File: src/rtl/core/mvrf_pkg.sv
// Shared types and constants for the version row filter.
package mvrf_pkg;

  // Fixed field widths of the stream payload
  localparam int unsigned ROW_KEY_W  = 64;
  localparam int unsigned ROW_VER_W  = 64;
  localparam int unsigned CFG_DATA_W = 64;
  localparam int unsigned CFG_IDX_W  = 1;
  localparam int unsigned OUT_CNT_W  = 32;
  localparam int unsigned FLAG_NUM   = 4;
  localparam int unsigned S_TDATA_W  = ROW_KEY_W + ROW_VER_W;
  localparam int unsigned M_TDATA_RAW_W = FLAG_NUM + 5 * OUT_CNT_W;
  localparam int unsigned M_TDATA_W  = ((M_TDATA_RAW_W + 7) / 8) * 8;

  // Parameter defaults
  localparam int unsigned KEY_WIDTH_DEF   = 64;
  localparam int unsigned COUNT_WIDTH_DEF = 32;

  // Decision queue between front and back
  localparam int unsigned QUEUE_DEPTH = 2;
  localparam int unsigned QPTR_W      = $clog2(QUEUE_DEPTH);
  localparam int unsigned QCNT_W      = $clog2(QUEUE_DEPTH + 1);

  typedef enum logic {
    MODE_MVCC    = 1'b0,
    MODE_COMPACT = 1'b1
  } filter_mode_e;

  typedef enum logic [CFG_IDX_W-1:0] {
    CFG_FILTER_MODE   = 1'b0,
    CFG_VERSION_LIMIT = 1'b1
  } cfg_idx_e;

  // Outcome of one row decision
  typedef struct packed {
    logic keep;
    logic eff;
    logic nc;
    logic del;
    logic last;
  } rec_t;

endpackage

File: src/rtl/core/mvcc_version_row_filter.sv
// Version row filter: top level with configuration registers and stream ports.
//
// Rows sorted by key then version enter on the slave stream (tdata holds key and
// version, tuser the delete mark, tlast the end of stream). The filter holds one
// row back and decides it when the next row arrives, under MVCC or COMPACT rules
// against the version limit; the final row of a stream is decided on its own, so
// a final row after a held row yields two results. Each result carries keep and
// the COMPACT flags plus running saturating counters (cleared by reset only). The
// block takes one row per cycle while the queue has room and nothing is pending;
// a final row after a held row holds the input off while its second result is
// pushed. A two-entry decision queue separates classification from counting.
// Write configuration only while no item is in flight.
module mvcc_version_row_filter import mvrf_pkg::*; #(
  parameter int unsigned KEY_WIDTH   = KEY_WIDTH_DEF,
  parameter int unsigned COUNT_WIDTH = COUNT_WIDTH_DEF
) (
  input  logic                  clk_i,
  input  logic                  rst_ni,
  // Configuration write channel
  input  logic                  cfg_valid_i,
  output logic                  cfg_ready_o,
  input  logic [CFG_IDX_W-1:0]  cfg_index_i,
  input  logic [CFG_DATA_W-1:0] cfg_data_i,
  // Row input stream
  input  logic                  s_axis_tvalid,
  output logic                  s_axis_tready,
  input  logic [S_TDATA_W-1:0]  s_axis_tdata,  // row_key[63:0], row_version[127:64]
  input  logic                  s_axis_tuser,  // delete_mark
  input  logic                  s_axis_tlast,  // end_of_stream
  // Result stream
  output logic                  m_axis_tvalid,
  input  logic                  m_axis_tready,
  // row_keep[0], row_effective[1], row_not_clean[2], row_deleted[3],
  // rows_seen[35:4], rows_kept[67:36], not_clean_total[99:68],
  // deleted_total[131:100], effective_total[163:132], zero pad above
  output logic [M_TDATA_W-1:0]  m_axis_tdata,
  output logic                  m_axis_tlast   // last_result
);

  filter_mode_e         mode_q;
  logic [ROW_VER_W-1:0] limit_q;
  logic                 cfg_write;

  logic push_valid, push_ready, pop_valid, pop_ready;
  rec_t push_rec, pop_rec;

  // Registers are always writable
  assign cfg_ready_o = 1'b1;
  assign cfg_write   = cfg_valid_i && cfg_ready_o;

  always_ff @(posedge clk_i or negedge rst_ni) begin
    if (!rst_ni) begin
      mode_q  <= MODE_MVCC;
      limit_q <= '1;
    end else if (cfg_write) begin
      unique case (cfg_idx_e'(cfg_index_i))
        CFG_FILTER_MODE:   mode_q  <= filter_mode_e'(cfg_data_i[0]);
        CFG_VERSION_LIMIT: limit_q <= cfg_data_i[ROW_VER_W-1:0];
        default: ;
      endcase
    end
  end

  // Classify: hold one row, decide the previous one
  mvrf_front #(
    .KeyWidth(KEY_WIDTH)
  ) u_front (
    .clk_i          (clk_i),
    .rst_ni         (rst_ni),
    .mode_i         (mode_q),
    .limit_i        (limit_q),
    .in_valid_i     (s_axis_tvalid),
    .in_ready_o     (s_axis_tready),
    .row_key_i      (s_axis_tdata[ROW_KEY_W-1:0]),
    .row_version_i  (s_axis_tdata[S_TDATA_W-1:ROW_KEY_W]),
    .delete_mark_i  (s_axis_tuser),
    .end_of_stream_i(s_axis_tlast),
    .push_valid_o   (push_valid),
    .push_ready_i   (push_ready),
    .push_rec_o     (push_rec)
  );

  // Decouple classification from counting
  mvrf_queue u_queue (
    .clk_i       (clk_i),
    .rst_ni      (rst_ni),
    .push_valid_i(push_valid),
    .push_ready_o(push_ready),
    .push_rec_i  (push_rec),
    .pop_valid_o (pop_valid),
    .pop_ready_i (pop_ready),
    .pop_rec_o   (pop_rec)
  );

  // Count and present one result per cycle while the result stream is not stalled
  mvrf_back #(
    .CountWidth(COUNT_WIDTH)
  ) u_back (
    .clk_i      (clk_i),
    .rst_ni     (rst_ni),
    .rec_valid_i(pop_valid),
    .rec_ready_o(pop_ready),
    .rec_i      (pop_rec),
    .m_valid_o  (m_axis_tvalid),
    .m_ready_i  (m_axis_tready),
    .m_data_o   (m_axis_tdata),
    .m_last_o   (m_axis_tlast)
  );

endmodule

File: src/rtl/core/mvrf_front.sv
// Front end: accepts rows, holds one row back and classifies the held row.
module mvrf_front import mvrf_pkg::*; #(
  parameter int unsigned KeyWidth = KEY_WIDTH_DEF
) (
  input  logic                 clk_i,
  input  logic                 rst_ni,
  input  filter_mode_e         mode_i,
  input  logic [ROW_VER_W-1:0] limit_i,
  input  logic                 in_valid_i,
  output logic                 in_ready_o,
  input  logic [ROW_KEY_W-1:0] row_key_i,
  input  logic [ROW_VER_W-1:0] row_version_i,
  input  logic                 delete_mark_i,
  input  logic                 end_of_stream_i,
  output logic                 push_valid_o,
  input  logic                 push_ready_i,
  output rec_t                 push_rec_o
);

  logic                 held_valid_q, held_valid_d;
  logic [KeyWidth-1:0]  held_key_q;
  logic [ROW_VER_W-1:0] held_ver_q;
  logic                 held_del_q;
  logic                 pend_q, pend_d;
  rec_t                 pend_rec_q, pend_rec_d;

  logic accept;
  logic diff_key, next_above, held_le, held_ge, in_le, in_ge;
  rec_t pair_rec, last_rec;

  assign in_ready_o = !pend_q && push_ready_i;
  assign accept     = in_valid_i && in_ready_o;

  assign diff_key   = held_key_q != row_key_i[KeyWidth-1:0];
  assign next_above = row_version_i > limit_i;
  assign held_le    = held_ver_q <= limit_i;
  assign held_ge    = held_ver_q >= limit_i;
  assign in_le      = row_version_i <= limit_i;
  assign in_ge      = row_version_i >= limit_i;

  // Held row decided against the incoming row
  always_comb begin
    pair_rec = '0;
    unique case (mode_i)
      MODE_MVCC: begin
        pair_rec.keep = !held_del_q && held_le && (diff_key || next_above);
      end
      MODE_COMPACT: begin
        pair_rec.keep = held_ge || ((diff_key || next_above) && !held_del_q);
        pair_rec.nc   = pair_rec.keep && (!diff_key || held_del_q);
        pair_rec.eff  = pair_rec.keep && diff_key;
        pair_rec.del  = pair_rec.keep && held_del_q;
      end
      default: pair_rec = '0;
    endcase
  end

  // Final row of a stream, decided with no next row
  always_comb begin
    last_rec      = '0;
    last_rec.last = 1'b1;
    unique case (mode_i)
      MODE_MVCC: begin
        last_rec.keep = !delete_mark_i && in_le;
      end
      MODE_COMPACT: begin
        last_rec.keep = in_ge || !delete_mark_i;
        last_rec.nc   = last_rec.keep && delete_mark_i;
        last_rec.eff  = last_rec.keep;
        last_rec.del  = last_rec.keep && delete_mark_i;
      end
      default: last_rec.keep = 1'b0;
    endcase
  end

  always_comb begin
    push_valid_o = 1'b0;
    push_rec_o   = pair_rec;
    pend_d       = pend_q;
    pend_rec_d   = pend_rec_q;
    held_valid_d = held_valid_q;
    if (pend_q) begin
      push_valid_o = 1'b1;
      push_rec_o   = pend_rec_q;
      if (push_ready_i) begin
        pend_d = 1'b0;
      end
    end else if (accept) begin
      held_valid_d = !end_of_stream_i;
      if (held_valid_q) begin
        push_valid_o = 1'b1;
        push_rec_o   = pair_rec;
        if (end_of_stream_i) begin
          // Second result of this item waits in the pending register until the queue takes it
          pend_d     = 1'b1;
          pend_rec_d = last_rec;
        end
      end else if (end_of_stream_i) begin
        push_valid_o = 1'b1;
        push_rec_o   = last_rec;
      end
    end
  end

  always_ff @(posedge clk_i or negedge rst_ni) begin
    if (!rst_ni) begin
      held_valid_q <= 1'b0;
      pend_q       <= 1'b0;
    end else begin
      held_valid_q <= held_valid_d;
      pend_q       <= pend_d;
    end
  end

  always_ff @(posedge clk_i) begin
    pend_rec_q <= pend_rec_d;
    if (accept) begin
      held_key_q <= row_key_i[KeyWidth-1:0];
      held_ver_q <= row_version_i;
      held_del_q <= delete_mark_i;
    end
  end

endmodule

File: src/rtl/core/mvrf_queue.sv
// Short decision queue between the front and back ends.
module mvrf_queue import mvrf_pkg::*; (
  input  logic clk_i,
  input  logic rst_ni,
  input  logic push_valid_i,
  output logic push_ready_o,
  input  rec_t push_rec_i,
  output logic pop_valid_o,
  input  logic pop_ready_i,
  output rec_t pop_rec_o
);

  rec_t              mem_q [QUEUE_DEPTH];
  logic [QPTR_W-1:0] wptr_q, wptr_d, rptr_q, rptr_d;
  logic [QCNT_W-1:0] cnt_q, cnt_d;
  logic              push, pop;

  assign push_ready_o = cnt_q != QCNT_W'(QUEUE_DEPTH);
  assign pop_valid_o  = cnt_q != '0;
  assign pop_rec_o    = mem_q[rptr_q];
  assign push         = push_valid_i && push_ready_o;
  assign pop          = pop_valid_o && pop_ready_i;

  always_comb begin
    wptr_d = wptr_q;
    rptr_d = rptr_q;
    cnt_d  = cnt_q;
    if (push) begin
      wptr_d = (wptr_q == QPTR_W'(QUEUE_DEPTH - 1)) ? '0 : wptr_q + 1'b1;
    end
    if (pop) begin
      rptr_d = (rptr_q == QPTR_W'(QUEUE_DEPTH - 1)) ? '0 : rptr_q + 1'b1;
    end
    if (push && !pop) begin
      cnt_d = cnt_q + 1'b1;
    end else if (pop && !push) begin
      cnt_d = cnt_q - 1'b1;
    end
  end

  always_ff @(posedge clk_i or negedge rst_ni) begin
    if (!rst_ni) begin
      wptr_q <= '0;
      rptr_q <= '0;
      cnt_q  <= '0;
    end else begin
      wptr_q <= wptr_d;
      rptr_q <= rptr_d;
      cnt_q  <= cnt_d;
    end
  end

  always_ff @(posedge clk_i) begin
    if (push) begin
      mem_q[wptr_q] <= push_rec_i;
    end
  end

endmodule

File: src/rtl/core/mvrf_back.sv
// Back end: counts decisions and holds the result in the output register.
module mvrf_back import mvrf_pkg::*; #(
  parameter int unsigned CountWidth = COUNT_WIDTH_DEF
) (
  input  logic                 clk_i,
  input  logic                 rst_ni,
  input  logic                 rec_valid_i,
  output logic                 rec_ready_o,
  input  rec_t                 rec_i,
  output logic                 m_valid_o,
  input  logic                 m_ready_i,
  output logic [M_TDATA_W-1:0] m_data_o,
  output logic                 m_last_o
);

  logic [CountWidth-1:0] cnt_seen_q, cnt_seen_d;
  logic [CountWidth-1:0] cnt_kept_q, cnt_kept_d;
  logic [CountWidth-1:0] cnt_nc_q, cnt_nc_d;
  logic [CountWidth-1:0] cnt_del_q, cnt_del_d;
  logic [CountWidth-1:0] cnt_eff_q, cnt_eff_d;
  logic                  out_valid_q, out_valid_d;
  logic [M_TDATA_W-1:0]  out_data_q, out_data_d;
  logic                  out_last_q;
  logic                  load;

  function automatic logic [CountWidth-1:0] sat_inc(logic [CountWidth-1:0] c, logic hit);
    logic [CountWidth-1:0] r;
    r = c;
    if (hit && c != '1) begin
      r = c + 1'b1;
    end
    return r;
  endfunction

  // Load a new result when the register is empty or being drained
  assign load        = rec_valid_i && (!out_valid_q || m_ready_i);
  assign rec_ready_o = load;

  assign cnt_seen_d = sat_inc(cnt_seen_q, 1'b1);
  assign cnt_kept_d = sat_inc(cnt_kept_q, rec_i.keep);
  assign cnt_nc_d   = sat_inc(cnt_nc_q, rec_i.nc);
  assign cnt_del_d  = sat_inc(cnt_del_q, rec_i.del);
  assign cnt_eff_d  = sat_inc(cnt_eff_q, rec_i.eff);

  assign out_data_d = M_TDATA_W'({OUT_CNT_W'(cnt_eff_d), OUT_CNT_W'(cnt_del_d),
                                  OUT_CNT_W'(cnt_nc_d), OUT_CNT_W'(cnt_kept_d),
                                  OUT_CNT_W'(cnt_seen_d),
                                  rec_i.del, rec_i.nc, rec_i.eff, rec_i.keep});

  always_comb begin
    out_valid_d = out_valid_q;
    if (load) begin
      out_valid_d = 1'b1;
    end else if (m_ready_i) begin
      out_valid_d = 1'b0;
    end
  end

  always_ff @(posedge clk_i or negedge rst_ni) begin
    if (!rst_ni) begin
      out_valid_q <= 1'b0;
      cnt_seen_q  <= '0;
      cnt_kept_q  <= '0;
      cnt_nc_q    <= '0;
      cnt_del_q   <= '0;
      cnt_eff_q   <= '0;
    end else begin
      out_valid_q <= out_valid_d;
      if (load) begin
        cnt_seen_q <= cnt_seen_d;
        cnt_kept_q <= cnt_kept_d;
        cnt_nc_q   <= cnt_nc_d;
        cnt_del_q  <= cnt_del_d;
        cnt_eff_q  <= cnt_eff_d;
      end
    end
  end

  always_ff @(posedge clk_i) begin
    if (load) begin
      out_data_q <= out_data_d;
      out_last_q <= rec_i.last;
    end
  end

  assign m_valid_o = out_valid_q;
  assign m_data_o  = out_data_q;
  assign m_last_o  = out_last_q;

  a_seen_moves: assert property (@(posedge clk_i) disable iff (!rst_ni)
    load |=> cnt_seen_q != '0)
    else $error("row count zero after a decision");

  a_idle_hold: assert property (@(posedge clk_i) disable iff (!rst_ni)
    !load |=> $stable(cnt_seen_q) && $stable(cnt_kept_q) && $stable(cnt_eff_q))
    else $error("counters moved without a decision");

  a_kept_hold: assert property (@(posedge clk_i) disable iff (!rst_ni)
    (load && !rec_i.keep) |=> $stable(cnt_kept_q))
    else $error("kept count moved on a dropped row");

  a_nc_hold: assert property (@(posedge clk_i) disable iff (!rst_ni)
    (load && !rec_i.nc) |=> $stable(cnt_nc_q))
    else $error("not-clean count moved on a clean row");

endmodule

File: config.mk
export PLATFORM = sky130hd
export DESIGN_NAME = mvcc_version_row_filter
export DESIGN_NICKNAME = d
export VERILOG_FILES = /design/src/rtl/core/mvrf_pkg.sv /design/src/rtl/core/mvcc_version_row_filter.sv /design/src/rtl/core/mvrf_front.sv /design/src/rtl/core/mvrf_queue.sv /design/src/rtl/core/mvrf_back.sv
export SDC_FILE = /design/constraint.sdc
export NUM_CORES = 1
export LEC_CHECK = 0
export ABC_AREA = 1
export BUFFER_PORTS_ARGS = -buffer_cell sky130_fd_sc_hd__clkbuf_2
export CAP_MARGIN = 10
export CORE_MARGIN = 4
export CORE_UTILIZATION = 58
export CTS_CLUSTER_DIAMETER = 150
export DETAILED_ROUTE_END_ITERATION = 7
export PLACE_DENSITY = 0.88
export SLEW_MARGIN = 20
export SYNTH_ARGS = -nofsm -noshare
export SYNTH_HDL_FRONTEND = slang
export SYNTH_SLANG_ARGS = --single-unit
File: constraint.sdc
create_clock -name clk_i -period 7.64 [get_ports clk_i]
set_input_delay 0.382 -clock clk_i [delete_from_list [all_inputs] [get_ports clk_i]]
set_output_delay 0.382 -clock clk_i [all_outputs]
set_load 0.03 [all_outputs]
==> results of run 1 <==
[registers in the layout, indices dropped and copies added, names as in the netlist, 2 cells and up]
name,flops
u_back.m_data_o,164
limit_q,64
u_front.held_key_q,64
u_front.held_ver_q,64
u_back.cnt_del_q,32
u_back.cnt_eff_q,32
u_back.cnt_kept_q,32
u_back.cnt_nc_q,32
u_back.cnt_seen_q,32
u_queue.mem_q,10
u_front.pend_rec_q,3
u_queue.cnt_q,2
[logic make-up (layout without fill, tap and decap cells)]
group,count (synthesis),count (layout),synth area share
simple gates,1210,1210,0.1982
fa+ha+maj,134,134,0.06276
flops,539,539,0.5654
compound gates,319,319,0.06102
other cells,2,14,0.0002811
xor+xnor,187,187,0.06215
buf+inv,349,926,0.05025
[worst max-delay path: cells and delay by family, from the launching register on]
family	cells	cell delay, ns
adders and majority gates	1	0.32
DFF	1	0.54
AOI/OAI and AO/OA	4	0.75
buffers and inverters	1	0.07
and+or+nand+nor	10	0.99
[layout make-up]
type,instances,area share
timing repair buffer,534,0.1082
multi-input combinational,1855,0.3156
tap,600,0.02300
antenna,9,0.0006901
clock inverter,39,0.01058
inverter,288,0.03328
clock buffer,65,0.04585
sequential,539,0.4628
[per-stage QoR]
stage	setup WS, ns	utilization
finish	4.727	0.7176
global route	4.639	0.7176
CTS	4.842	0.7171
detailed placement	4.777	0.6412
global placement	4.889	0.6412
floorplan	1.244	-
[cell usage in the layout, fill, tap and decap left out, drive strengths merged, types with 3 or more instances in the layout]
master | synthesis | layout
xor2 | 180 | 180
dlygate4sd3 | 0 | 161
o21ai | 173 | 173
clkinv | 1 | 21
inv | 287 | 292
buf | 22 | 8
nand3b | 3 | 3
dfrtp | 168 | 168
nor3 | 75 | 75
bufinv | 0 | 4
nand2 | 684 | 684
nor3b | 4 | 4
nand3 | 82 | 82
diode | 0 | 9
edfxtp | 307 | 307
nor4 | 24 | 24
conb | 2 | 5
nand4 | 55 | 55
clkinvlp | 0 | 10
nor2 | 272 | 272
clkbuf | 39 | 430
o21a | 4 | 4
a21oi | 136 | 136
ha | 134 | 134
or2 | 10 | 10
dfstp | 64 | 64
xnor2 | 7 | 7
[power breakdown]
group,switching (uW),internal (uW),leakage [uW],total (uW)
combinational,2590,867,0.00769,3460
sequential,439,4180,0.00599,4620
clock,1190,1550,0.000884,2740
[how the worst min path moves through the flow]
stage | endpoint | cells past startpoint | start
2_1_floorplan | mode_q | 0 | rst_ni
3_3_place_gp | u_queue.cnt_q[0] | 1 | u_queue.cnt_q[0]
3_5_place_dp | u_queue.cnt_q[0] | 1 | u_queue.cnt_q[0]
4_1_cts | limit_q[60] | 3 | cfg_data_i[60]
5_1_grt | limit_q[52] | 3 | cfg_data_i[52]
6_report | limit_q[63] | 3 | cfg_data_i[63]
[metal layers]
layer	GRT usage	share of wire	vias to the layer above
li1	-	-	10170
met1	0.3485	0.36	10480
met2	0.4941	0.49	1432
met3	0.06143	0.094	362
met4	0.1460	0.060	2
met5	0	0.00015	-
[cell usage after synthesis, types with 4 or more instances]
master / number / area, um^2
inv_1: 279 / 1047
buf_4: 6 / 45.04
nand4_1: 55 / 344.1
ha_1: 134 / 1677
nor3b_1: 4 / 30.03
nor2_2: 11 / 68.82
nor3_2: 11 / 110.1
nor2_4: 5 / 56.30
xor2_1: 177 / 1550
nand2_2: 13 / 81.33
nor2_1: 256 / 960.9
dfrtp_1: 168 / 4204
o21a_1: 4 / 30.03
nor4_1: 23 / 143.9
o21ai_1: 14 / 70.07
dfstp_2: 64 / 1682
buf_2: 6 / 30.03
a21oi_1: 136 / 680.7
nor3_1: 63 / 315.3
or2_2: 9 / 56.30
o21ai_0: 156 / 780.8
clkbuf_1: 39 / 146.4
xnor2_1: 7 / 61.31
buf_1: 10 / 37.54
nand2_1: 666 / 2500
nand3_2: 9 / 90.09
nand2_4: 5 / 56.30
nand3_1: 71 / 355.3
edfxtp_1: 307 / 9219
inv_2: 7 / 26.28
==> results_dict.tcl, run 1 <==
set metrics [dict create \
    final_cells 3929 \
    dieArea_um2 49560 \
    min_path_type "in2reg" \
    nets 3607 \
    postSynthCellCount 2740 \
    cts_hold_buffers 161 \
    dr.pass1.iters 6 \
    slew_headroom 0.2801 \
    seq_area_um2 15100 \
    drc 0 \
    fin_skew_ns 0.02447 \
    grt_pass1_wl_um 116200 \
    cts_root_buf "clkbuf_16" \
    cp.arrival_ns 3.26 \
    finalSetupViolCount 0 \
    syn_to_final_growth_pct 22.16 \
    reg2reg_to "u_queue.mem_q[1][4]" \
    ant_nets 0 \
    finalPower_uw 10820 \
    h-tree-depth 2 \
    wirelength_um 74810 \
    cts.sinks 539 \
    cts.reportedPaths.clkPinSlew_ns 0.07 \
    ir_worst_vdd_uv 338.2 \
    stdcell_area_um2 32640 \
    worstMarginPinSlew_ns 1.080 \
    cts_tree "yes" \
    cp-start-kind "flip-flop" \
    r2r_slack_ns 4.73 \
    hold_ws_ns 0.03787 \
    ys_types 46 \
    worst_skew_pair.late_latency_ns 0.61 \
    finalHoldViolCount 0 \
    core_area_um2 45480 \
    rsz0062_at_grt "false" \
    crit_top_cell "nand2_1" \
    layout_min_cycle_time_ns 2.913 \
    fp.dieW_um 222.6 \
    post-place-cells 3655 \
    worst-r2r-cell-count 16 \
    place_area_um2 29160 \
    grt_start_max_net_pins 259 \
    cp_cell_sequence "inv_1 > ha_1 > a21oi_1 > o21ai_0 > nor2_1 > nand2_1 > a21oi_1 > nand2_1 > nand2_1 > nand2_1 > nand2_1 > nand2_1 > a21oi_1 > nand2_1 > nand2_1 > nand2_1" \
    slew_viol_final 0 \
    synth_ff_type "edfxtp_1" \
    ioPinCount 372 \
    path_max_fanout 3 \
    finalCritPeriodShare 0.3813 \
    die_h_um 222.6 \
    ys_seq_elements 539 \
    fmax_ghz 0.3432 \
    synth_area_um2 26720 \
    multi_input_area_um2 10300 \
    via_count 22450 \
    cp-startpoint "limit_q[29]" \
    powerDensity_nw_per_um2 331.4 \
    routabilityCongestion 0.9330 \
    hpwlAfterDp_um 45460 \
    row_count 78 \
    worstSetupPathType "reg2reg" \
    post_cts_resized 0 \
    tns_ns 0 \
    cts_setup_buffers 0 \
    grt_antenna_before_repair 10 \
    cap_violations 0 \
    status "finished clean" \
    worstSetupEndpoint "u_queue.mem_q[1][4]" \
    wl_per_cell_um 19.04 \
    grt_usage 0.2893 \
    syn_area_per_cell_um2 9.750 \
    initial_core_util 0.5874 \
    yosys_warnings 0 \
    cp_slowest_cell "dfstp_2" \
    layout-drive-gt1-share 0.1861 \
    seq_area_frac_synth 0.5654 \
    r2r-start "limit_q[29]" \
    vias_per_cell 5.713 \
    required_ns 7.99 \
    critPathMaxStageDelay_ns 0.54 \
    drt_iter0_drc 2560 \
    grt_pass1_vias 22300 \
    fill_cells 2971 \
    cts_buffers 55 \
    cp-end-kind "flip-flop" \
    clockBufferDepth 3 \
    portBuffers 366 \
    synth_edf_count 307 \
    leakage_uw 0.01456 \
    grt_overflow 0 \
    ys_async_sr_fraction 0.4304 \
]
(Power assumes the default switching activity.)
==> run 2: changes to the inputs <==
--- a/config.mk
+++ b/config.mk
@@ -9,10 +9,10 @@
 export BUFFER_PORTS_ARGS = -buffer_cell sky130_fd_sc_hd__clkbuf_2
 export CAP_MARGIN = 10
 export CORE_MARGIN = 4
-export CORE_UTILIZATION = 58
+export CORE_UTILIZATION = 52
 export CTS_CLUSTER_DIAMETER = 150
 export DETAILED_ROUTE_END_ITERATION = 7
-export PLACE_DENSITY = 0.88
+export PLACE_DENSITY = 0.84
 export SLEW_MARGIN = 20
 export SYNTH_ARGS = -nofsm -noshare
 export SYNTH_HDL_FRONTEND = slang
==> constraint.sdc (replaced) <==
create_clock -name clk_i -period 2.4 [get_ports clk_i]
set_input_delay 0.12 -clock clk_i [delete_from_list [all_inputs] [get_ports clk_i]]
set_output_delay 0.12 -clock clk_i [all_outputs]
set_load 0.03 [all_outputs]
==> run 2 against run 1 <==
Against the previous run:
- the flow now finishes with violations (setup timing)
- critical path type unchanged
- hold slack gained 0.017 ns
- sequential power increased to 3.2 times the previous value
- critical endpoint is now u_queue.mem_q[0][4]
- register-to-register slack lost 5.1 ns
- die area is 11% higher
- final cell count increased by 4.8%
- utilization decreased by 3.1 points
- setup slack worse by 5.1 ns
- cell area increased by 6.2%
==> results_dict.tcl, run 2 (synthesized netlist as in run 1, its figures left out) <==
set metrics [dict create \
    vias_per_cell 5.658 \
    grt_overflow 0 \
    cp-startpoint "limit_q[7]" \
    clockBufferDepth 3 \
    grt_pass1_wl_um 121700 \
    row_count 82 \
    leakage_uw 0.01519 \
    via_count 23290 \
    largest_reg_flops 164 \
    nets 3722 \
    layout_min_cycle_time_ns 2.764 \
    min_path_type "in2async" \
    cts_tree "yes" \
    slew_viol_final 0 \
    worstSetupPathType "reg2reg" \
    finalSetupViolCount 11 \
    layout-drive-gt1-share 0.2400 \
    portBuffers 366 \
    cts.sinks 539 \
    stdcell_area_um2 34660 \
    grt_usage 0.2712 \
    finalHoldViolCount 0 \
    grt_pass1_vias 22780 \
    ant_nets 0 \
    violations "setup timing" \
    slew_headroom 0.5341 \
    drt_iter0_drc 2749 \
    ioPinCount 372 \
    required_ns 2.75 \
    rsz0062_at_grt "true" \
    fmax_ghz 0.3618 \
    hpwlAfterDp_um 47840 \
    wirelength_um 83950 \
    fin_skew_ns 0.02972 \
    die_h_um 234.7 \
    finalCritPeriodShare 1.152 \
    cap_violations 0 \
    fin_ws_ns -0.3638 \
    ir_worst_vdd_uv 709.4 \
    dieArea_um2 55070 \
    initial_core_util 0.5292 \
    place_area_um2 29770 \
    grt_antenna_before_repair 6 \
    routabilityCongestion 0.9438 \
    r2r-start "limit_q[7]" \
    layout_commonest_cell "nand2_1" \
    worstMarginPinSlew_ns 0.6982 \
    grt_start_max_net_pins 73 \
    final_cell_mix "nand2_1, clkbuf_2, edfxtp_1, inv_1, nor2_1" \
    tns_ns -2.925 \
    syn_to_final_growth_pct 29.73 \
    cp.arrival_ns 3.12 \
    cts_root_buf "clkbuf_16" \
    fp.dieW_um 234.7 \
    cts.reportedPaths.clkPinSlew_ns 0.06 \
    status "complete, but fails checks" \
    path_max_fanout 3 \
    cp-start-kind "flip-flop" \
    core_area_um2 50480 \
    worst_skew_pair.late_latency_ns 0.62 \
    cp-end-kind "flip-flop" \
    cts_buffers 56 \
    h-tree-depth 2 \
    powerDensity_nw_per_um2 1037 \
    drc 0 \
    dr.pass1.iters 6 \
    wl_per_cell_um 20.40 \
]
-- run 2: layout make-up --
class / instances / area, um^2
fill: 3367 / 15820
sequential: 539 / 15100
multi-input combinational: 1855 / 11130
timing repair buffer: 648 / 4609
clock buffer: 75 / 1565
inverter: 288 / 1099
tap: 672 / 840.8
clock inverter: 29 / 285.3
antenna: 10 / 25.02
-- run 2: critical path, cell delays in order, from the launching register on --
cell     delay [ns]
dfstp_2        0.53
inv_1          0.08
ha_1           0.33
nand2_1        0.19
nor2_1         0.07
nor2_1         0.14
nand2_1        0.12
nand2_1        0.10
nand2_1        0.10
nand2_1        0.11
nand2_2        0.06
nand2_2        0.10
nand2_1        0.08
nand2_1        0.10
nand2_1        0.08
a21oi_2        0.13
nand2_1        0.06
nand2_1        0.06
nand2_1        0.06
-- run 2: worst paths after layout --
| kind | to | slack, ns | cells after the start |
|---|---|---|---|
| min in group clk_i | u_front.held_ver_q[0] | 0.25 | 2 |
| hold / removal | u_back.cnt_seen_q[23] | 0.05 | 2 |
| setup reg to reg | u_queue.mem_q[0][4] | -0.36 | 18 |
| setup / recovery | u_queue.mem_q[0][4] | -0.36 | 18 |
| max in group asynchronous | limit_q[37] | 1.51 | 3 |
| hold reg to reg | limit_q[43] | 0.51 | 2 |
-- run 2: stage by stage --
step | util | hold WS, ns | power, uW | worst slack [ns] | std cells
after global placement | 0.5897 | 0.1234 | 25290 | -0.07169 | 3777
final | 0.6866 | 0.05469 | 35950 | -0.3638 | 4116
after global routing | 0.6864 | 0.1036 | 37510 | -0.4408 | 4113
after detailed placement | 0.5897 | 0.1307 | 25660 | -0.1557 | 3777
after CTS | 0.6712 | 0.06576 | 34880 | -0.008364 | 4088
after floorplan | - | -0.1756 | 21870 | -0.6079 | 2743
-- run 2: per-layer routing --
| metal | track usage | share of wire |
|---|---|---|
| met1 | 0.3275 | 0.36 |
| met2 | 0.4668 | 0.48 |
| met3 | 0.05664 | 0.099 |
| met4 | 0.1284 | 0.064 |
| met5 | 0 | 0 |
-- run 2: repair_timing --
item,4_1_cts,5_1_grt
hold endpoints to repair,372,0
cloned,0,0
setup endpoints to repair,10,41
pin swaps,19,37
hold buffers,200,0
gates resized for setup,39,127
setup buffers,7,18
-- run 2: report_power, final --
group | internal [uW] | switching (uW) | total, uW | leakage, uW
clock network | 5110 | 3810 | 8920 | 0.000889
logic | 3480 | 8880 | 12400 | 0.00831
registers | 13300 | 1400 | 14700 | 0.00599
total | 21900 | 14100 | 35900 | 0.0152
